**src/design/latency_histogram_assert.svh**
```systemverilog
// assertion macros used by the latency histogram rtl
`ifndef LATENCY_HISTOGRAM_ASSERT_SVH
`define LATENCY_HISTOGRAM_ASSERT_SVH

// consequent must hold in the same cycle as the antecedent
`define LH_ASSERT_HOLDS(label, clk, rst_n, ante, cons) \
  label: assert property (@(posedge clk) disable iff (!rst_n) (ante) |-> (cons)) \
    else $error("latency_histogram: same-cycle check failed");

// consequent must hold in the cycle after the antecedent
`define LH_ASSERT_NEXT(label, clk, rst_n, ante, cons) \
  label: assert property (@(posedge clk) disable iff (!rst_n) (ante) |=> (cons)) \
    else $error("latency_histogram: next-cycle check failed");

`endif

```
**src/design/lh_pkg.sv**
```systemverilog
// shared types, widths and constants of the latency histogram
package lh_pkg;

  localparam int NUM_BUCKETS = 1024;
  localparam int BIDX_W      = $clog2(NUM_BUCKETS);
  localparam int USED_W      = BIDX_W + 1;
  localparam int CNT_W       = 32;
  localparam int SUM_W       = 64;
  localparam int SMP_W       = 31;
  localparam int MODE_W      = 2;
  localparam int STAT_W      = 2;
  localparam int DIV_STEPS   = SMP_W;
  localparam int DSTEP_W     = $clog2(DIV_STEPS);
  localparam int CFG_AW      = 3;
  localparam int CFG_DW      = 32;

  localparam logic [SMP_W-1:0]  MIN_START = SMP_W'(999999999);
  localparam logic [USED_W-1:0] BIU_RESET = USED_W'(NUM_BUCKETS);
  localparam logic [SMP_W-1:0]  BW_RESET  = SMP_W'(1);

  typedef enum logic [MODE_W-1:0] {
    MODE_RECORD  = 2'd0,
    MODE_CLEAR   = 2'd1,
    MODE_READ    = 2'd2,
    MODE_SUMMARY = 2'd3
  } mode_t;

  typedef enum logic [STAT_W-1:0] {
    ST_OK    = 2'd0,
    ST_ZERO  = 2'd1,
    ST_RANGE = 2'd2
  } status_t;

  typedef enum logic {
    REG_BIU = 1'b0,
    REG_BW  = 1'b1
  } reg_idx_t;

  typedef enum logic [3:0] {
    S_RST_SWEEP,
    S_IDLE,
    S_DISPATCH,
    S_START,
    S_DIV,
    S_RMW_WR,
    S_RD_CAP,
    S_CLR_SWEEP,
    S_DONE
  } state_t;

  // controller to datapath
  typedef struct packed {
    logic load;
    logic stat_upd;
    logic clr_stats;
    logic sweep_wr;
    logic div_start;
    logic ovf_inc;
    logic rd_idx;
    logic wr_inc;
    logic cap_read;
    logic out_load;
  } cmd_t;

  // datapath to controller
  typedef struct packed {
    mode_t mode;
    logic  zero_sample;
    logic  idx_ok;
    logic  div_done;
    logic  bkt_ovf;
    logic  sweep_last;
  } sts_t;

endpackage

```
**src/design/lh_ctrl.sv**
```systemverilog
// sequencing state machine of the latency histogram
module lh_ctrl import lh_pkg::*; (
  input  logic clk,
  input  logic rst_n,
  input  logic in_valid,
  output logic in_ready,
  output logic out_valid,
  input  logic out_ready,
  input  sts_t sts,
  output cmd_t cmd
);

  state_t state_r, state_nxt;
  logic   out_valid_r;
  logic   out_free;

  assign out_free = !out_valid_r || out_ready;

  always_comb begin
    state_nxt = state_r;
    unique case (state_r)
      S_RST_SWEEP: if (sts.sweep_last) state_nxt = S_IDLE;
      S_IDLE:      if (in_valid) state_nxt = S_DISPATCH;
      S_DISPATCH: begin
        unique case (sts.mode)
          MODE_RECORD:  state_nxt = sts.zero_sample ? S_DONE : S_START;
          MODE_CLEAR:   state_nxt = S_CLR_SWEEP;
          MODE_READ:    state_nxt = sts.idx_ok ? S_RD_CAP : S_DONE;
          MODE_SUMMARY: state_nxt = S_DONE;
          default:      state_nxt = S_DONE;
        endcase
      end
      S_START:     state_nxt = S_DIV;
      S_DIV: begin
        if (sts.div_done) begin
          state_nxt = sts.bkt_ovf ? S_DONE : S_RMW_WR;
        end
      end
      S_RMW_WR:    state_nxt = S_DONE;
      S_RD_CAP:    state_nxt = S_DONE;
      S_CLR_SWEEP: if (sts.sweep_last) state_nxt = S_DONE;
      S_DONE:      if (out_free) state_nxt = S_IDLE;
      default:     state_nxt = S_IDLE;
    endcase
  end

  always_comb begin
    cmd      = '0;
    in_ready = 1'b0;
    unique case (state_r)
      S_RST_SWEEP: cmd.sweep_wr = 1'b1;
      S_IDLE: begin
        in_ready = 1'b1;
        cmd.load = in_valid;
      end
      S_DISPATCH: begin
        unique case (sts.mode)
          MODE_RECORD:  cmd.stat_upd  = !sts.zero_sample;
          MODE_CLEAR:   cmd.clr_stats = 1'b1;
          MODE_READ:    cmd.rd_idx    = sts.idx_ok;
          MODE_SUMMARY: cmd.stat_upd  = 1'b0;
          default:      cmd.stat_upd  = 1'b0;
        endcase
      end
      S_START: cmd.div_start = 1'b1;
      S_DIV: begin
        if (sts.div_done) begin
          cmd.ovf_inc = sts.bkt_ovf;
        end
      end
      S_RMW_WR:    cmd.wr_inc   = 1'b1;
      S_RD_CAP:    cmd.cap_read = 1'b1;
      S_CLR_SWEEP: cmd.sweep_wr = 1'b1;
      S_DONE:      cmd.out_load = out_free;
      default:     cmd          = '0;
    endcase
  end

  always_ff @(posedge clk) begin
    if (!rst_n) begin
      state_r     <= S_RST_SWEEP;
      out_valid_r <= 1'b0;
    end else begin
      state_r <= state_nxt;
      if (cmd.out_load) begin
        out_valid_r <= 1'b1;
      end else if (out_ready) begin
        out_valid_r <= 1'b0;
      end
    end
  end

  assign out_valid = out_valid_r;

endmodule

```
**config.mk**
```make
export PLATFORM = sky130hd
export DESIGN_NAME = lh_ctrl
export DESIGN_NICKNAME = d
export VERILOG_FILES = /design/src/design/latency_histogram_assert.svh /design/src/design/lh_pkg.sv /design/src/design/lh_ctrl.sv
export SDC_FILE = /design/constraint.sdc
export NUM_CORES = 1
export LEC_CHECK = 0
export ABC_AREA = 1
export CELL_PAD_IN_SITES_DETAIL_PLACEMENT = 2
export CELL_PAD_IN_SITES_GLOBAL_PLACEMENT = 2
export CORE_ASPECT_RATIO = 1.1
export CORE_MARGIN = 2
export CORE_UTILIZATION = 26
export CTS_CLUSTER_DIAMETER = 120
export DETAILED_ROUTE_END_ITERATION = 7
export DONT_BUFFER_PORTS = 1
export PLACE_DENSITY_LB_ADDON = 0.1
export SKIP_CTS_REPAIR_TIMING = 1
export SLEW_MARGIN = 40
export SYNTH_ARGS = -nofsm -noshare
export SYNTH_HDL_FRONTEND = slang
export SYNTH_SLANG_ARGS = --single-unit
```
**constraint.sdc**
```tcl
create_clock -name clk -period 1.3 [get_ports clk]
set_input_delay 0.26 -clock clk [delete_from_list [all_inputs] [get_ports clk]]
set_output_delay 0.26 -clock clk [all_outputs]
set_load 0.1 [all_outputs]
```
Word-level counts from Yosys, hierarchy flattened:

Cells that the tools add are included.

* div/mod/pow operators: 0
* bitwise gates (word level): 0
* muxes and demuxes: 26
* shifts and indexed selects: 0
* multipliers: 0
* add/sub/neg operators: 0
* $lt $le $gt $ge: 0
* equality and inequality tests: 16
* reductions and logical operators: 9

Operator list (count)
* 4-bit two-way mux: 8
* 4-bit case mux with 8 select lines: 1
* 4-bit by 3-bit equality test with 1-bit output (second input constant): 4
* 4-bit case mux with 4 select lines: 1
* 1-bit two-way mux: 15
* 2-bit != test (second input constant): 5
* 4-bit by 2-bit equality test with 1-bit output (second input constant): 2
* 5-bit AND reduction: 1
* 2-bit equality test (second input constant): 2
* 4-bit by 1-bit equality test with 1-bit output (second input constant): 1
* 4-bit equality test (second input constant): 1
* 4-bit logical NOT: 1
* 2-bit OR reduction: 2
* 2-bit by 1-bit equality test with 1-bit output (second input constant): 1
* 1-bit logical NOT: 2
* 2-bit logical NOT: 1
* 2-bit two-way mux: 1
* 2-bit nonzero test: 1
* 1-bit logical OR: 1

* memories kept: 0
* bits in latches: 0
* memory bits (read-only): 0
* word-level logic and storage cells: 53
* memory bits (writable): 0
* output and inout bits: 12
* flip-flop bits (word level): 5
* bits of input ports: 11

Logic depth before layout (Yosys ltp):

Gate-level depths: netlist of run 1.

* depth in word-level cells: 4
* mapped depth: 9
* gate-level depth less buffers: 9

Least setup slack after synthesis of run 1:

No wires, ideal clock.

* path kind: register to output
* start: register state_r[1]
* end: output port cmd[3] (netlist bit)
* cell stages (with the launch flop): 5
* data required time: 1.040 ns
* slack: -1.728 ns
* arrival time: 2.768 ns
* buffers on the path: 0
* cell sequence: dfxtp_1 -> nand2_2 -> nor2_4 -> inv_1 -> nor3_1

RTL lines
* start: declaration: line lh_ctrl.sv:13 `state_t state_r, state_nxt;`
* start signal: assignment: line lh_ctrl.sv:84 `state_r <= state_nxt;`
* end: declaration: line lh_ctrl.sv:10 `output cmd_t cmd`

==> flow_summary.toml, run 1 <==
[finish]
final_area_mm2 = 0.001016
fin_util_pct = 57.67
n_antenna_cell = 0
fin_nets = 128
drive_above_1_share_pct = 58.62
fill_cells = 168
area_growth_syn_to_layout_pct = 113.1
fin_cells = 134

[placement]
detailed_place_hpwl_mm = 1.846
portBuffers = 0
placed_cell_area_um2 = 912.1
dp_cells = 127
gp_congestion = 0.7705
pre_cts_slack_ps = -95.62

[floorplan]
placementRows = 16
die-area_mm2 = 0.002192
ios = 23
die_w_um = 44.83
core_mm2 = 0.001762
start_util_pct = 27.06
die_h_um = 48.91

[worst_setup_path]
crit_family = "simple AND/OR/NAND/NOR gates"
crit_arrival_ps = 1370
critPathBufInv = 2
critPathSlowestCell = "dfxtp_2"
crit_path_max_fanout = 4
cp_cell_sequence = "inv_2 > nand2_2 > nor3_2 > nand2_1 > nor2_4 > buf_12"
setup.worst_path.class = "reg2out"
cp-start-kind = "register"
rr_startpoint = "state_r[3]"
cp.required_ps = 1040
slowest_delay_ps = 340
cp-startpoint = "state_r[3]"
endpoint_kind = "output pin"

[drt]
first_pass_iters = 4
via_per_inst = 5.261
first_iter_violations = 9
vias = 705
wire_per_inst_um = 22.05
ant_nets = 0
drc_errors = 0
routed_wl_mm = 2.955

[timing]
skew_ps = 6.830
finalCritPeriodShare_pct = 125.3
rsz0062_at_grt = "yes"
slew_headroom_pct = 81.61
min_period_ps = 1629
worst_pin_slew_ps = 278.2
drv_slew = 0
setup_violations = 15
fin_hold_ws_ps = 134.8
layout_setup_ws_ps = -328.9
finalHoldViolations = 0
fmax_ghz = 0.6139
fin_tns_setup_ps = -3180

[power]
p_leak_nw = 0.4522
power.total_mw = 2.807
powerDensity_mw_per_mm2 = 2763
irDropWorstVdd_mv = 2.106

[global_route]
grt_pass1_wl_mm = 3.581
antenna_found_initial = 0
grt_remaining_overflow = 0
grt_max_degree = 8
first_global_vias = 764
grtUsageTotal_pct = 21.87

[clock_tree]
cts-buffers-inserted = 3
cts_tree = "yes"
cts-root-buf = "clkbuf_4"
cts_num_sinks = 5
clk_latency_ps = 260
clkTransAtPathRegs_ps = 50
cts.htree.levels = 1
cts_buffer_depth = 2

[hold_path]
hp-start = "rst_n"
hold_class = "in2reg"

[synth]
synth_top_area_share_pct = 21.00
avgSynthCellArea_um2 = 5.417
ys_warn_count = 0
synth.distinct_cells = 15
syn_area_um2 = 476.7
synth_top_cell_by_area = "dfxtp_1"
synth_nets = 99
ys_seq_elements = 5
ys_seq_area_share_pct = 21.00
netlist_instances = 88
ys_top_cells_by_area = "dfxtp_1 (21%), nand2_1 (17%), nand3_1 (12%)"

[run_status]
outcome = "finished with violations"
violations = "setup timing"

[run]
maxCapViolCount = 0
-- final timing paths --
kind                endpoint  depth (start not counted)  slack (ps)
setup / recovery      cmd[4]                          6        -330
hold / removal    state_r[2]                          2         130
setup reg to reg  state_r[0]                          8         -80
hold reg to reg   state_r[0]                          4         680
-- power by group --
part           switching (mW)  leakage [nW]  total (mW)  internal [mW]
Clock                  0.0844        0.0150       0.202          0.117
Sequential              0.126        0.0442       0.364          0.237
Combinational            1.50         0.393        2.24          0.746
-- routing by layer --
layer / up-vias / track usage (%) / part of all wire, %
met3: 6 / 2.593 / 2.6
met4: 0 / 4.412 / 1.9
li1: 337 / - / -
met1: 341 / 22.30 / 36
met2: 21 / 44.44 / 59
met5: - / 0 / 0
-- cell usage after synthesis (all sizes together) --
cell type / count
nand3: 13
nor2: 19
dfxtp: 5
nand2: 25
nand4: 1
nor3: 6
clkinv: 1
o21ai: 1
inv: 15
a21oi: 2
-- state kept, by name (all words and copies together), names as in the netlist --
signal and count:
out_valid 1, state_r 4
-- cells in the final DEF (no fill, tap or decap), drive strengths merged --
cell	synthesis	final
a21oi	2	2
inv	15	14
nand3	13	13
clkinvlp	0	2
clkbuf	0	4
buf	0	24
nor2	19	19
dfxtp	5	5
o21ai	1	1
nor3	6	6
nand2	25	25
nand4	1	1
-- cell families (layout without fill, tap and decap cells) --
logic type | after synthesis | after routing | share of synthesized area (%)
buffers and inverters | 16 | 44 | 12.60
flip-flops | 5 | 5 | 21.00
AND/OR/NAND/NOR | 64 | 64 | 63.25
AO/OA/AOI/OAI | 3 | 3 | 3.149
-- area by class of cell --
cell class              instances  area [µm²]  area share (%)
clock buffers                   4       26.28           2.586
inverters                      16       77.57           7.636
well taps                      18       22.52           2.217
flip-flops and latches          5       116.4           11.45
repair buffers                 24       321.6           31.65
multi-input cells              67       451.7           44.46
(Power assumes the default switching activity.)
==> run 2, diff against run 1 <==
- BUFFER_PORTS_ARGS: default -> -buffer_cell sky130_fd_sc_hd__buf_4
- CORE_UTILIZATION: 26 -> 20
- DONT_BUFFER_PORTS: 1 -> default
==> flow_summary.toml, run 2 (synthesis results as in run 1) <==
[run_status]
outcome = "finished with violations"
violations = "setup timing"

[power]
power_frac_seq_pct = 10.8
p_leak_nw = 0.5757
powerDensity_mw_per_mm2 = 2657
p_clk_share_pct = 6.2
p_comb_share_pct = 83.1
irDropWorstVdd_mv = 1.976
internal_power_mw = 1.381
swShare_pct = 59.27
power.total_mw = 3.391
p_switching_mw = 2.010

[placement]
dp_cells = 158
placed_cell_area_um2 = 932.1
gp_congestion = 0.7215
detailed_place_hpwl_mm = 1.924
portBuffers = 22

[worst_setup_path]
cp-start-kind = "register"
crit_arrival_ps = 1440
setup.worst_path.class = "reg2out"
cp.required_ps = 1040
slowest_delay_ps = 370
endpoint_kind = "output pin"
critPathSlowestCell = "dfxtp_4"
cp_cell_sequence = "inv_4 > nand2_2 > nor3_2 > nand2_1 > nor2_4 > buf_12"
crit_path_max_fanout = 4

[finish]
final_area_mm2 = 0.001276
n_antenna_cell = 0
largest_register_ffs = 4
drive_above_1_share_pct = 74.29
final_cell_mix = "buf_4 (34), nand2_1 (11), nand2_2 (10)"
final_common_cell = "buf_4"
area_growth_syn_to_layout_pct = 167.7
fin_util_pct = 56.67
fin_cells = 170
fin_nets = 152
regMostFlops = "state_r"

[floorplan]
placementRows = 18
core_mm2 = 0.002252
start_util_pct = 21.17
die_w_um = 50.55
die-area_mm2 = 0.002791
ios = 23
die_h_um = 55.21

[clock_tree]
cts_tree = "yes"
clkTransAtPathRegs_ps = 50
cts.htree.levels = 1
clk_latency_ps = 260
cts_buffer_depth = 2
cts_num_sinks = 5
cts-root-buf = "clkbuf_4"
cts-buffers-inserted = 3

[timing]
setup_violations = 15
min_period_ps = 1701
layout_setup_ws_ps = -401.4
drv_slew = 0
fmax_ghz = 0.5878
worst_pin_slew_ps = 278.0
finalHoldViolations = 0
finalCritPeriodShare_pct = 130.9
slew_headroom_pct = 81.47
fin_hold_ws_ps = 265.3
skew_ps = 1.492
rsz0062_at_grt = "yes"

[hold_path]
hold_class = "in2reg"

[global_route]
first_global_vias = 809
grtUsageTotal_pct = 17.33
grt_max_degree = 7
grt_pass1_wl_mm = 3.650
grt_remaining_overflow = 0
antenna_found_initial = 0

[run]
maxCapViolCount = 0

[drt]
first_pass_iters = 4
drc_errors = 0
first_iter_violations = 19
vias = 827
routed_wl_mm = 4.024
via_per_inst = 4.865
ant_nets = 0
wire_per_inst_um = 23.67
[run 2: per-layer routing]
metal / routed length (µm) / track usage (%) / vias up
li1: - / - / 383
met1: 1622 / 19.10 / 396
met3: 205 / 3.243 / 14
met4: 136 / 5.792 / 0
met5: 0 / 0 / -
met2: 2060 / 32.33 / 34
[run 2: final timing paths]
path	slack, ps	endpoint	cells past startpoint	from
setup / recovery	-400	cmd[4]	6	state_r[3]
setup reg to reg	-280	state_r[2]	10	state_r[2]
hold reg to reg	750	state_r[1]	4	state_r[0]
hold / removal	270	state_r[0]	3	rst_n
[run 2: worst max-delay path: cells and delay by family (launching register included)]
| kind | cells | cell delay [ps] |
|---|---|---|
| and+or+nand+nor | 4 | 560 |
| buffers and inverters | 2 | 240 |
| DFF | 1 | 370 |
[run 2: through the flow]
step | setup slack [ps] | TNS (ps)
after floorplan | -465.8 | -2324
after global placement | -117.4 | -601.7
after detailed placement | -186.8 | -1324
after CTS | -467.8 | -4320
after global routing | -429.5 | -5088
final | -401.4 | -4388
[run 2: power by group through the flow]
stage          clock [mW]  sequential, mW  combinational [mW]
2_1_floorplan           0           0.358                1.30
3_3_place_gp            0           0.307                1.92
3_5_place_dp            0           0.314                1.97
4_1_cts             0.189           0.313                1.99
5_1_grt             0.222           0.373                2.91
6_report            0.209           0.365                2.82
[run 2: final cells by class]
type	count	area [µm²]
Inverter	16	77.57
Tap cell	30	37.54
Timing Repair Buffer	48	495.5
Sequential cell	5	116.4
Multi-Input combinational cell	67	523.0
Fill cell	226	975.9
Clock buffer	4	26.28
==> run 3, diff against run 2 <==
==> constraint.sdc (replaced) <==
create_clock -name clk -period 1.3 [get_ports clk]
set_input_delay 0.065 -clock clk [delete_from_list [all_inputs] [get_ports clk]]
set_output_delay 0.065 -clock clk [all_outputs]
set_load 0.1 [all_outputs]
==> flow_summary.toml, run 3 (synthesis results as in run 1) <==
[floorplan]
start_util_pct = 21.17
die-area_mm2 = 0.002791
die_w_um = 50.55
die_h_um = 55.21
core_mm2 = 0.002252
placementRows = 18
ios = 23

[finish]
final_area_mm2 = 0.001065
n_antenna_cell = 0
largest_register_ffs = 4
fill_cells = 266
final_cell_mix = "buf_4 (21), nand2_1 (18), inv_1 (9), nand3_1 (9), nor2_1 (8)"
area_growth_syn_to_layout_pct = 123.4
final_common_cell = "buf_4"
fin_nets = 137
drive_above_1_share_pct = 60.00
regMostFlops = "state_r"

[placement]
portBuffers = 22
gp_congestion = 0.7744
placed_cell_area_um2 = 825.8
detailed_place_hpwl_mm = 1.758

[worst_setup_path]
cp-endpoint = "cmd[7]"
r2r-end = "state_r[2]"
crit_path_max_fanout = 5
critPathSlowestCell = "dfxtp_2"
r2r_cells = 9
setup.worst_path.class = "reg2out"
slowest_delay_ps = 350
cp.required_ps = 1240
cp-start-kind = "register"
r2r_setup_slack_ps = -110
rr_startpoint = "state_r[2]"
endpoint_kind = "output pin"
crit_arrival_ps = 1430
cp_cell_sequence = "inv_2 > nand2_2 > nor2_4 > inv_4 > nor3_4 > buf_12"
cp-startpoint = "state_r[2]"

[clock_tree]
cts_tree = "yes"
cts-root-buf = "clkbuf_4"
cts-buffers-inserted = 3
cts.htree.levels = 1
clkTransAtPathRegs_ps = 40
cts_num_sinks = 5
clk_latency_ps = 240
cts_buffer_depth = 2

[timing]
finalCritPeriodShare_pct = 115.1
rsz0062_at_grt = "yes"
skew_ps = 0.5731
slew_headroom_pct = 81.63
fin_tns_setup_ps = -1376
worst_pin_slew_ps = 272.7
fmax_ghz = 0.6684
setup_violations = 13
drv_slew = 0
min_period_ps = 1496
finalHoldViolations = 0
layout_setup_ws_ps = -196.1

[power]
p_switching_mw = 1.615
p_leak_nw = 0.4906
power_frac_seq_pct = 13.7
powerDensity_mw_per_mm2 = 2531
internal_power_mw = 1.080
irDropWorstVdd_mv = 1.954
p_comb_share_pct = 79.6
p_clk_share_pct = 6.7
swShare_pct = 59.94

[global_route]
grtUsageTotal_pct = 15.33
grt_pass1_wl_mm = 3.325
grt_max_degree = 7
grt_remaining_overflow = 0
first_global_vias = 703
antenna_found_initial = 0

[run_status]
violations = "setup timing"
outcome = "finished with violations"

[drt]
ant_nets = 0
drc_errors = 0
routed_wl_mm = 2.704
first_iter_violations = 7
first_pass_iters = 3
wire_per_inst_um = 17.45
via_per_inst = 4.710
vias = 730

[hold_path]
hold_class = "in2reg"

[run]
maxCapViolCount = 0
## run 3: cell types whose count changed in the layout (fill, tap and decap cells not counted), moves of 4 or more
cell / previous run / this run
buf_4: 34 / 21
nand2_1: 11 / 18
nand2_2: 10 / 5
buf_8: 1 / 5
## run 3: worst max-delay path, delay by kind of cell, from the launching register on
kind                   cells  cell delay (ps)
buffers and inverters      3              400
DFF                        1              350
and+or+nand+nor            3              430
## run 3: area by class of cell
type | count | area [µm²] | share of cell area (%)
inverter | 16 | 71.32 | 6.698
timing repair buffer | 33 | 364.1 | 34.20
tap | 30 | 37.54 | 3.525
clock buffer | 4 | 26.28 | 2.468
sequential | 5 | 116.4 | 10.93
multi-input combinational | 67 | 449.2 | 42.19
## run 3: power by group through the flow
stage	registers, mW	clock network, mW	logic, mW
2_1_floorplan	0.358	0	1.29
3_3_place_gp	0.307	0	1.74
3_5_place_dp	0.313	0	1.77
4_1_cts	0.310	0.195	1.77
5_1_grt	0.379	0.194	2.28
6_report	0.369	0.180	2.15
## run 3: routing by layer
layer	up-vias	wire length, µm	part of all wire, %	global-route usage (%)
met5	-	0	0	0
met4	0	0	0	4.633
met3	0	44	1.6	1.892
met2	14	1595	59	27.63
met1	367	1064	39	18.56
li1	349	-	-	-
## run 3: worst min path at each step
stage               start         end  slack (ps)  cells past startpoint
floorplan           rst_n  state_r[3]         180                      2
global placement    rst_n  state_r[0]         330                      3
detailed placement  rst_n  state_r[3]         340                      3
CTS                 rst_n  state_r[3]          80                      3
global route        rst_n  state_r[2]          90                      3
finish              rst_n  state_r[3]          90                      3
## run 3: through the flow
step / std cells / utilization [%] / power (mW) / setup slack [ps] / hold WS (ps)
4_1_cts: 149 / 37.83 / 2.275 / -308.3 / 82.57
3_3_place_gp: 145 / 36.67 / 2.043 / 0.4742 / 328.5
5_1_grt: 155 / 47.28 / 2.850 / -277.6 / 94.42
6_report: 155 / 47.28 / 2.695 / -196.1 / 87.93
2_1_floorplan: 88 / - / 1.644 / -270.8 / 183.4
3_5_place_dp: 145 / 36.67 / 2.078 / -33.56 / 341.2
